[config.mk]
export PLATFORM = sky130hd
export DESIGN_NAME = block_cache_lru_controller_core
export DESIGN_NICKNAME = d
export VERILOG_FILES = /design/src/rtl/bclru_pkg.sv /design/src/rtl/block_cache_lru_controller_core.sv /design/src/rtl/bclru_lba_unit.sv
export SDC_FILE = /design/constraint.sdc
export NUM_CORES = 2
export LEC_CHECK = 0
export ABC_AREA = 0
export BUFFER_PORTS_ARGS = -buffer_cell sky130_fd_sc_hd__buf_2
export CORE_MARGIN = 2
export CORE_UTILIZATION = 25
export CTS_CLUSTER_DIAMETER = 40
export DETAILED_ROUTE_END_ITERATION = 10
export GPL_ROUTABILITY_DRIVEN = 0
export GPL_TIMING_DRIVEN = 0
export RECOVER_POWER = 50
export REMOVE_ABC_BUFFERS = 1
export SYNTH_ARGS = -nofsm -noshare
export SYNTH_HDL_FRONTEND = slang
export SYNTH_HIERARCHICAL = 1
export SYNTH_SLANG_ARGS = --single-unit
export TNS_END_PERCENT = 20
[constraint.sdc]
create_clock -name clock -period 6.69 [get_ports clock]
set_input_delay 0 -clock clock [delete_from_list [all_inputs] [get_ports clock]]
set_output_delay 0 -clock clock [all_outputs]
set_load 0.01 [all_outputs]
[src/rtl/bclru_pkg.sv]
`default_nettype none
// ----------------------------------------------------------------------------
// bclru_pkg
// Types and constants shared by the cache tag and policy engine.
// ----------------------------------------------------------------------------
package bclru_pkg;

   localparam int NUM_SLOTS  = 16;
   localparam int SLOT_BITS  = $clog2(NUM_SLOTS);
   localparam int SCAN_BITS  = SLOT_BITS + 1;
   localparam logic [15:0] DEFAULT_BLOCK_BYTES = 16'd1024;

   typedef enum logic [2:0] {
      CMD_READ      = 3'd0,
      CMD_WRITE     = 3'd1,
      CMD_PARTIAL   = 3'd2,
      CMD_FLUSH     = 3'd3,
      CMD_INVALIDATE = 3'd4,
      CMD_DIRTY_LIST = 3'd5
   } cmd_type;

   typedef enum logic [2:0] {
      KIND_FILL      = 3'd0,
      KIND_WRITEBACK = 3'd1,
      KIND_DONE      = 3'd2,
      KIND_REPORT    = 3'd3,
      KIND_REJECT    = 3'd4
   } kind_type;

   typedef enum logic [0:0] {
      CSR_BASE_LBA    = 1'b0,
      CSR_BLOCK_BYTES = 1'b1
   } csr_index_type;

   typedef enum logic [3:0] {
      ST_IDLE,
      ST_SCAN,
      ST_MISS,
      ST_WB,
      ST_FILL,
      ST_DONE,
      ST_SWEEP,
      ST_SWEEP_OUT,
      ST_WIPE
   } state_type;

   typedef struct packed {
      logic        valid;
      logic        dirty;
      logic [31:0] blk;
      logic [31:0] stamp;
   } slot_type;

   typedef struct packed {
      logic                 strobe;
      kind_type             kind;
      logic [SLOT_BITS-1:0] slot;
      logic [31:0]          blk;
      logic                 lba_en;
      logic [15:0]          clip;
      logic [4:0]           count;
      logic                 last;
   } rsp_ctl_type;

endpackage
`default_nettype wire

[src/rtl/block_cache_lru_controller_core.sv]
`default_nettype none
// ----------------------------------------------------------------------------
// block_cache_lru_controller_core
// Tag and LRU policy engine of a fully associative write-back block cache.
//
//   Channel  Ports                   Handshake
//   request  req_*  , start, busy    accepted when start and not busy
//   result   rsp_*  , rsp_strobe     one-cycle strobe per result, no stall
//   config   csr_*                   written when csr_write is high
//
// Slot state lives in one synchronous memory, read one slot per cycle.
// A read, write or partial command scans the slots in order until a hit or the
// last slot, then fills the victim on a miss, writing a dirty victim back first.
// Flush, invalidate and dirty list sweep every slot; a rejected command goes
// straight to the done state. Each result is registered and leaves in the cycle
// after the state that makes it. After reset a clearing pass zeroes every slot
// with busy high. The receiver cannot stall results.
// ----------------------------------------------------------------------------
module block_cache_lru_controller_core (
   input  wire logic        clock,
   input  wire logic        reset,
   input  wire logic        start,
   output logic             busy,
   input  wire logic [2:0]  req_command,
   input  wire logic [31:0] req_block_number,
   input  wire logic [15:0] req_byte_offset,
   input  wire logic [15:0] req_byte_length,
   input  wire logic [4:0]  req_max_reports,
   output logic             rsp_strobe,
   output logic [2:0]       rsp_kind,
   output logic [3:0]       rsp_slot_index,
   output logic [31:0]      rsp_result_block,
   output logic [31:0]      rsp_device_lba,
   output logic [7:0]       rsp_sector_count,
   output logic [15:0]      rsp_clipped_length,
   output logic [4:0]       rsp_report_count,
   output logic             rsp_last,
   input  wire logic        csr_write,
   input  wire logic [0:0]  csr_index,
   input  wire logic [31:0] csr_data
);

   localparam int SB = bclru_pkg::SLOT_BITS;
   localparam int CB = bclru_pkg::SCAN_BITS;

   bclru_pkg::slot_type mem [bclru_pkg::NUM_SLOTS];
   bclru_pkg::slot_type rd_ff;
   logic                we;
   logic [SB-1:0]       waddr;
   bclru_pkg::slot_type wdata;
   logic [SB-1:0]       raddr;

   bclru_pkg::state_type state_ff, state_in;
   logic [CB-1:0]   cnt_ff, cnt_in;
   logic [SB-1:0]   rslot_ff;
   logic            rvalid_ff, rvalid_in;
   bclru_pkg::cmd_type cmd_ff;
   logic [31:0]     blk_ff;
   logic [15:0]     clip_ff;
   logic [4:0]      maxr_ff;
   logic [4:0]      rep_ff, rep_in;
   logic            hit_ff, hit_in;
   logic            inv_ff, inv_in;
   logic [SB-1:0]   vic_ff, vic_in;
   logic [31:0]     vstamp_ff, vstamp_in;
   bclru_pkg::slot_type vslot_ff, vslot_in;
   logic [31:0]     clock_ff;
   logic [31:0]     base_ff;
   logic [15:0]     bytes_ff;
   logic            reject_ff;

   bclru_pkg::rsp_ctl_type ctl_in, ctl_ff;

   logic [15:0] eff_bytes;
   logic [7:0]  sectors;
   logic [16:0] off_len;
   logic        scan_end;
   logic [31:0] lba_blk;
   logic [31:0] rsp_device_lba_raw;

   assign eff_bytes = (bytes_ff == 16'd0) ? bclru_pkg::DEFAULT_BLOCK_BYTES : bytes_ff;
   assign sectors   = {1'b0, eff_bytes[15:9]};
   assign scan_end  = (cnt_ff == CB'(bclru_pkg::NUM_SLOTS));

   always_ff @(posedge clock) begin
      if (we) begin
         mem[waddr] <= wdata;
      end
      rd_ff <= mem[raddr];
   end

   always_ff @(posedge clock) begin
      if (reset) begin
         base_ff  <= '0;
         bytes_ff <= bclru_pkg::DEFAULT_BLOCK_BYTES;
      end else if (csr_write) begin
         case (csr_index)
            bclru_pkg::CSR_BASE_LBA:    base_ff  <= csr_data;
            bclru_pkg::CSR_BLOCK_BYTES: bytes_ff <= csr_data[15:0];
            default: ;
         endcase
      end
   end

   always_comb begin
      state_in  = state_ff;
      cnt_in    = cnt_ff;
      rvalid_in = 1'b0;
      rep_in    = rep_ff;
      hit_in    = hit_ff;
      inv_in    = inv_ff;
      vic_in    = vic_ff;
      vstamp_in = vstamp_ff;
      vslot_in  = vslot_ff;
      raddr     = cnt_ff[SB-1:0];
      we        = 1'b0;
      waddr     = rslot_ff;
      wdata     = rd_ff;
      ctl_in    = '0;
      case (state_ff)
         bclru_pkg::ST_WIPE: begin
            we    = 1'b1;
            waddr = cnt_ff[SB-1:0];
            wdata = '0;
            cnt_in = cnt_ff + 1'b1;
            if (cnt_ff == CB'(bclru_pkg::NUM_SLOTS - 1)) state_in = bclru_pkg::ST_IDLE;
         end
         bclru_pkg::ST_IDLE: begin
            if (start) begin
               cnt_in = '0;
               hit_in = 1'b0;
               inv_in = 1'b0;
               rep_in = '0;
               vstamp_in = '1;
               if (req_command > bclru_pkg::CMD_DIRTY_LIST ||
                   (req_command == bclru_pkg::CMD_PARTIAL &&
                    req_byte_offset >= eff_bytes)) begin
                  state_in = bclru_pkg::ST_DONE;
               end else if (req_command <= bclru_pkg::CMD_PARTIAL) begin
                  state_in = bclru_pkg::ST_SCAN;
               end else begin
                  state_in = bclru_pkg::ST_SWEEP;
               end
            end
         end
         bclru_pkg::ST_SCAN: begin
            if (!scan_end && !hit_ff) begin
               cnt_in = cnt_ff + 1'b1;
               rvalid_in = 1'b1;
            end
            if (rvalid_ff && !hit_ff) begin
               if (rd_ff.valid && rd_ff.blk == blk_ff) begin
                  hit_in = 1'b1;
                  vic_in = rslot_ff;
                  vslot_in = rd_ff;
               end else if (!rd_ff.valid && !inv_ff) begin
                  inv_in = 1'b1;
                  vic_in = rslot_ff;
                  vslot_in = rd_ff;
               end else if (!inv_ff && (rd_ff.stamp < vstamp_ff || rslot_ff == '0)) begin
                  vstamp_in = rd_ff.stamp;
                  vic_in = rslot_ff;
                  vslot_in = rd_ff;
               end
            end
            if (hit_ff || (scan_end && !rvalid_ff)) begin
               state_in = bclru_pkg::ST_MISS;
            end
         end
         bclru_pkg::ST_MISS: begin
            if (hit_ff) begin
               state_in = bclru_pkg::ST_DONE;
            end else if (vslot_ff.valid && vslot_ff.dirty && !inv_ff) begin
               state_in = bclru_pkg::ST_WB;
            end else begin
               state_in = bclru_pkg::ST_FILL;
            end
         end
         bclru_pkg::ST_WB: begin
            ctl_in.strobe = 1'b1;
            ctl_in.kind   = bclru_pkg::KIND_WRITEBACK;
            ctl_in.slot   = vic_ff;
            ctl_in.blk    = vslot_ff.blk;
            ctl_in.lba_en = 1'b1;
            state_in = bclru_pkg::ST_FILL;
         end
         bclru_pkg::ST_FILL: begin
            ctl_in.strobe = 1'b1;
            ctl_in.kind   = bclru_pkg::KIND_FILL;
            ctl_in.slot   = vic_ff;
            ctl_in.blk    = blk_ff;
            ctl_in.lba_en = 1'b1;
            state_in = bclru_pkg::ST_DONE;
         end
         bclru_pkg::ST_DONE: begin
            ctl_in.strobe = 1'b1;
            ctl_in.last   = 1'b1;
            if (reject_ff) begin
               ctl_in.kind = bclru_pkg::KIND_REJECT;
            end else begin
               ctl_in.kind = bclru_pkg::KIND_DONE;
               if (cmd_ff <= bclru_pkg::CMD_PARTIAL) begin
                  ctl_in.slot = vic_ff;
                  ctl_in.blk  = blk_ff;
                  we    = 1'b1;
                  waddr = vic_ff;
                  wdata.valid = 1'b1;
                  wdata.blk   = blk_ff;
                  wdata.stamp = clock_ff + 32'd1;
                  wdata.dirty = (cmd_ff != bclru_pkg::CMD_READ) ||
                                (hit_ff && vslot_ff.dirty);
               end
               if (cmd_ff == bclru_pkg::CMD_PARTIAL) ctl_in.clip = clip_ff;
               if (cmd_ff == bclru_pkg::CMD_DIRTY_LIST) ctl_in.count = rep_ff;
            end
            state_in = bclru_pkg::ST_IDLE;
         end
         bclru_pkg::ST_SWEEP: begin
            if (!scan_end) begin
               rvalid_in = 1'b1;
               state_in = bclru_pkg::ST_SWEEP_OUT;
            end else begin
               state_in = bclru_pkg::ST_DONE;
            end
         end
         bclru_pkg::ST_SWEEP_OUT: begin
            cnt_in = cnt_ff + 1'b1;
            state_in = bclru_pkg::ST_SWEEP;
            if (rd_ff.valid && rd_ff.dirty) begin
               ctl_in.slot = rslot_ff;
               ctl_in.blk  = rd_ff.blk;
               if (cmd_ff == bclru_pkg::CMD_DIRTY_LIST) begin
                  if (rep_ff < maxr_ff) begin
                     ctl_in.strobe = 1'b1;
                     ctl_in.kind   = bclru_pkg::KIND_REPORT;
                     rep_in = rep_ff + 5'd1;
                  end
               end else begin
                  ctl_in.strobe = 1'b1;
                  ctl_in.kind   = bclru_pkg::KIND_WRITEBACK;
                  ctl_in.lba_en = 1'b1;
               end
            end
            if (cmd_ff != bclru_pkg::CMD_DIRTY_LIST) begin
               we    = 1'b1;
               waddr = rslot_ff;
               wdata.dirty = 1'b0;
               if (cmd_ff == bclru_pkg::CMD_INVALIDATE) wdata.valid = 1'b0;
            end
         end
         default: state_in = bclru_pkg::ST_IDLE;
      endcase
   end

   always_ff @(posedge clock) begin
      if (reset) begin
         state_ff  <= bclru_pkg::ST_WIPE;
         cnt_ff    <= '0;
         rvalid_ff <= 1'b0;
         clock_ff  <= '0;
         ctl_ff    <= '0;
      end else begin
         state_ff  <= state_in;
         cnt_ff    <= cnt_in;
         rvalid_ff <= rvalid_in;
         ctl_ff    <= ctl_in;
         if (state_ff == bclru_pkg::ST_DONE && !reject_ff &&
             cmd_ff <= bclru_pkg::CMD_PARTIAL) begin
            clock_ff <= clock_ff + 32'd1;
         end
      end
   end

   assign off_len = {1'b0, req_byte_offset} + {1'b0, req_byte_length};

   always_ff @(posedge clock) begin
      rslot_ff  <= raddr;
      rep_ff    <= rep_in;
      hit_ff    <= hit_in;
      inv_ff    <= inv_in;
      vic_ff    <= vic_in;
      vstamp_ff <= vstamp_in;
      vslot_ff  <= vslot_in;
      if (state_ff == bclru_pkg::ST_IDLE && start) begin
         cmd_ff    <= bclru_pkg::cmd_type'(req_command);
         blk_ff    <= req_block_number;
         maxr_ff   <= req_max_reports;
         reject_ff <= req_command > bclru_pkg::CMD_DIRTY_LIST ||
                      (req_command == bclru_pkg::CMD_PARTIAL &&
                       req_byte_offset >= eff_bytes);
         clip_ff   <= (off_len > {1'b0, eff_bytes}) ? eff_bytes - req_byte_offset
                                                     : req_byte_length;
      end
   end

   assign lba_blk = ctl_in.blk;

   bclru_lba_unit u_lba (
      .clock    (clock),
      .base_lba (base_ff),
      .sectors  (sectors),
      .blk      (lba_blk),
      .lba      (rsp_device_lba_raw)
   );

   assign busy               = (state_ff != bclru_pkg::ST_IDLE);
   assign rsp_strobe         = ctl_ff.strobe;
   assign rsp_kind           = ctl_ff.kind;
   assign rsp_slot_index     = 4'(ctl_ff.slot);
   assign rsp_result_block   = ctl_ff.blk;
   assign rsp_device_lba     = ctl_ff.lba_en ? rsp_device_lba_raw : 32'd0;
   assign rsp_sector_count   = ctl_ff.lba_en ? sectors : 8'd0;
   assign rsp_clipped_length = ctl_ff.clip;
   assign rsp_report_count   = ctl_ff.count;
   assign rsp_last           = ctl_ff.last;

endmodule
`default_nettype wire

[src/rtl/bclru_lba_unit.sv]
`default_nettype none
// ----------------------------------------------------------------------------
// bclru_lba_unit
// Registered device address: base plus block times sectors per block.
// ----------------------------------------------------------------------------
module bclru_lba_unit (
   input  wire logic        clock,
   input  wire logic [31:0] base_lba,
   input  wire logic [7:0]  sectors,
   input  wire logic [31:0] blk,
   output logic      [31:0] lba
);

   logic [31:0] lba_ff;
   logic [39:0] prod;

   assign prod = blk * sectors;
   assign lba  = lba_ff;

   always_ff @(posedge clock) begin
      lba_ff <= base_lba + prod[31:0];
   end

endmodule
`default_nettype wire

==> results.toml <==
[status]
status = "finished with violations"
violations = "capacitance limit, slew limit"

[routing]
post_drt_wl_per_cell_um = 20.2
finalWirelength_um = 167000
antenna_left = 0
drc_errors = 0
drt_iter0_drc = 3488
via_per_inst = 4.53
first_pass_iters = 5
vias = 37500

[cts]
h-tree-depth = 4
cts_root_buf = "clkbuf_16"
cts_max_path_buffers = 3
insertion_delay_ns = 0.80
cts_tree = "done"
clkTransAtPathRegs_ns = 0.05
numCtsBuffers = 168
cts.sinks = 1445

[timing]
min_period_ns = 6.45
drv_slew = 539
fin_ws_ns = 0.241
hold_viol_final = 0
fin_skew_ns = 0.0312
finalSetupTns_ns = 0
fmax_mhz = 155
worstMarginPinSlew_ns = 3.43
setup_viol = 0
timing.max_slew.rel_slack_pct = -129
grt_setup_unrepaired = "false"
fin_crit_sh_pct = 96.4

[synth]
ys_seq_area_share_pct = 62.6
mappedNetlistArea_um2 = 65200
synthMuxAreaShare_pct = 11.7
synth-simple-area-share_pct = 7.49
synth_top_family_by_area = "multiplexers"
synth_area_leaders = "edfxtp_1 55%, mux4_2 11%, dfxtp_1 7.8%, fa_1 5.8%, ha_1 2.5%"
synth_cells = 4238
synth_compound_area_share_pct = 3.83
yosys.area.top_type = "edfxtp_1"
synth-async-reset-ratio_pct = 0
synth_area_per_cell_um2 = 15.4
synth_fa_ha_area_share_pct = 8.25
ys_types = 88
synthXorXnorAreaFrac_pct = 2.02
ys_ff_latch = 1445
synth_warnings = 6
synth_edf_count = 1190
ys.flop_type = "edfxtp_1"
synth_top_area_share_pct = 54.8

[worst_setup_path]
cp_max_fo = 9
crit_top_cell = "fa_1"
critPathKind = "register to register"
slowest_delay_ns = 0.54
path_depth = 22
arrival_ns = 7.14
critPathCaptureType = "register"
required_ns = 7.38
crit_buf_inv = 6
start_kind = "register"
path_delay_family = "adder cells"
r2r_cells = 22
path_cells = "a211o_4, a2111oi_4, buf_4, buf_12, a222oi_1, clkbuf_1, inv_1, and2_1, fa_1, fa_1, fa_1, inv_1, fa_1, inv_1, ha_1, a21oi_1, o21ai_0, and3_1, a41oi_4, a211oi_4, or3_1, o2111ai_1"
slowest_stage = "fa_1"

[power_and_ir_drop]
ir_worst_vdd_mv = 0.286
leakagePower_nw = 28.8
powerDensity_nw_per_um2 = 260

[worst_hold_path]
min-delay-path-class = "input port to register"
min_path_cells = 6

[finish]
drive_above_1_share_pct = 18.8
area_growth_pct = 21.7
final_cells = 8286
layout.nets = 5163

[die]
boundaryPins = 212
initial_core_util_pct = 25.1
die_y_um = 515
rows = 187
die_area_um2 = 265000
core_um2 = 259000
die_w_um = 515

[placement]
placed_cells = 7700
place.port_buffers = 210
dp_hpwl_um = 110000
dp_slack_ns = -1.02

[global_routing]
grt_pass1_wl_um = 249000
grt_max_degree = 68
first_global_vias = 38400
gr-total-overflow = 0
grt_usage_pct = 12.4
grt_antenna_before_repair = 5

[flow_run]
maxCapViolCount = 27
[cell usage after synthesis, types with 8 or more instances]
cell type,count
mux4_2,330
edfxtp_1,1190
nand4_1,30
a211oi_1,16
nand3_1,99
nand2_1,319
buf_4,63
dfxtp_1,255
nor3_1,35
fa_1,188
nor4_1,12
o21a_1,18
nand2b_1,40
o211ai_1,8
and3_1,13
inv_1,372
a21oi_1,112
clkbuf_1,130
nor2_1,158
o21bai_1,8
a222oi_1,32
nor2b_1,13
a22oi_1,9
xnor2_1,108
buf_1,9
mux2_2,13
o21ai_0,80
buf_2,49
or3_1,9
and2_1,214
a21o_1,21
xor2_1,40
nand3b_1,8
ha_1,129
[final cells by class]
class                   count  area (µm²)
diodes                      4        10.0
repair buffers            574        5330
inverters                 374        1420
well taps                3402        4260
multi-input cells        2173       21900
clock inverters            98        1040
repair inverters            1        7.51
flip-flops and latches   1445       40900
clock buffers             215        4520
fillers                 25300      180000
[sequential cells by signal (all words and copies together) (netlist names), 16 cells and up]
name,cells
base_ff,32
clip_ff,16
rd_ff,66
vslot_ff,34
vstamp_ff,32
u_lba/lba,32
clock_ff,32
bytes_ff,16
mem,1056
rsp_clipped_length,16
blk_ff,32
rsp_result_block,32
[cell usage in the layout (no fill, tap or decap), types with 20 or more instances in the layout]
master / count
dfxtp_1: 245
buf_2: 99
nand2b_1: 39
and2_1: 172
mux4_2: 330
inv_1: 366
fa_1: 188
edfxtp_1: 1190
buf_16: 27
buf_12: 52
a21o_1: 21
clkbuf_1: 167
and2_0: 41
ha_1: 123
clkinv_1: 20
nand3_1: 99
nor2_1: 144
buf_4: 54
nor3_1: 34
xnor2_1: 108
a222oi_1: 32
xor2_1: 40
dlygate4sd3_1: 204
nand2_1: 319
o21ai_0: 67
a21oi_1: 111
nand4_1: 30
clkbuf_16: 172
[tightest hold or removal path: cells and delay by family]
kind,cells,cell delay [ns]
buffers and inverters,3,0.27
adders and majority gates,1,0.15
xor gates and xnor gates,1,0.16
muxes,1,0.14
[layer usage]
metal	part of all wire [%]	GRT usage, %
met5	0.016	0
met4	2.0	3.10
met3	6.6	2.36
met2	47	20.2
met1	44	17.0
[cells by family after synthesis]
group | after synthesis
flip-flops | 1445
AND/OR/NAND/NOR | 981
buffers and inverters | 627
AO/OA/AOI/OAI | 371
multiplexers | 347
adder cells (fa/ha/maj) | 317
XOR/XNOR | 149
other | 1
[worst paths after layout]
kind | from | endpoint | slack (ns)
setup / recovery | cmd_ff[0] | u_lba/lba[26] | 0.24
setup reg to reg | cmd_ff[0] | u_lba/lba[26] | 0.24
hold / removal | req_byte_offset[10] | clip_ff[10] | 0.06
hold reg to reg | clip_ff[3] | rsp_clipped_length[3] | 0.44
[where the power goes]
group / leakage (nW) / switching, mW / internal (mW)
sequential: 14.1 / 0.192 / 9.91
clock: 2.66 / 3.79 / 5.28
combinational: 12.1 / 0.729 / 0.779
total: 28.8 / 4.71 / 16.0
[timing repair]
item                                    in CTS  in global routing
buffers inserted                            41                 19
endpoints found under the hold margin      183                  0
hold buffers                               204                  0
gates cloned                                 1                  0
endpoints found under the setup margin      22                 16
pin swaps                                   24                  9
gates resized for setup                     13                 33
[stage by stage]
step | util [%] | hold slack (ns) | area, µm² | power, mW
after floorplan | - | 0.0691 | 64000 | 11.3
after global placement | 26.7 | 0.182 | 69300 | 12.0
after detailed placement | 27.6 | 0.180 | 71600 | 11.7
after CTS | 30.7 | 0.00104 | 79600 | 20.9
after global routing | 30.6 | 0.0288 | 79400 | 21.4
final | 30.6 | 0.0603 | 79400 | 20.7
No activity file was read; power rests on OpenSTA's default activity.
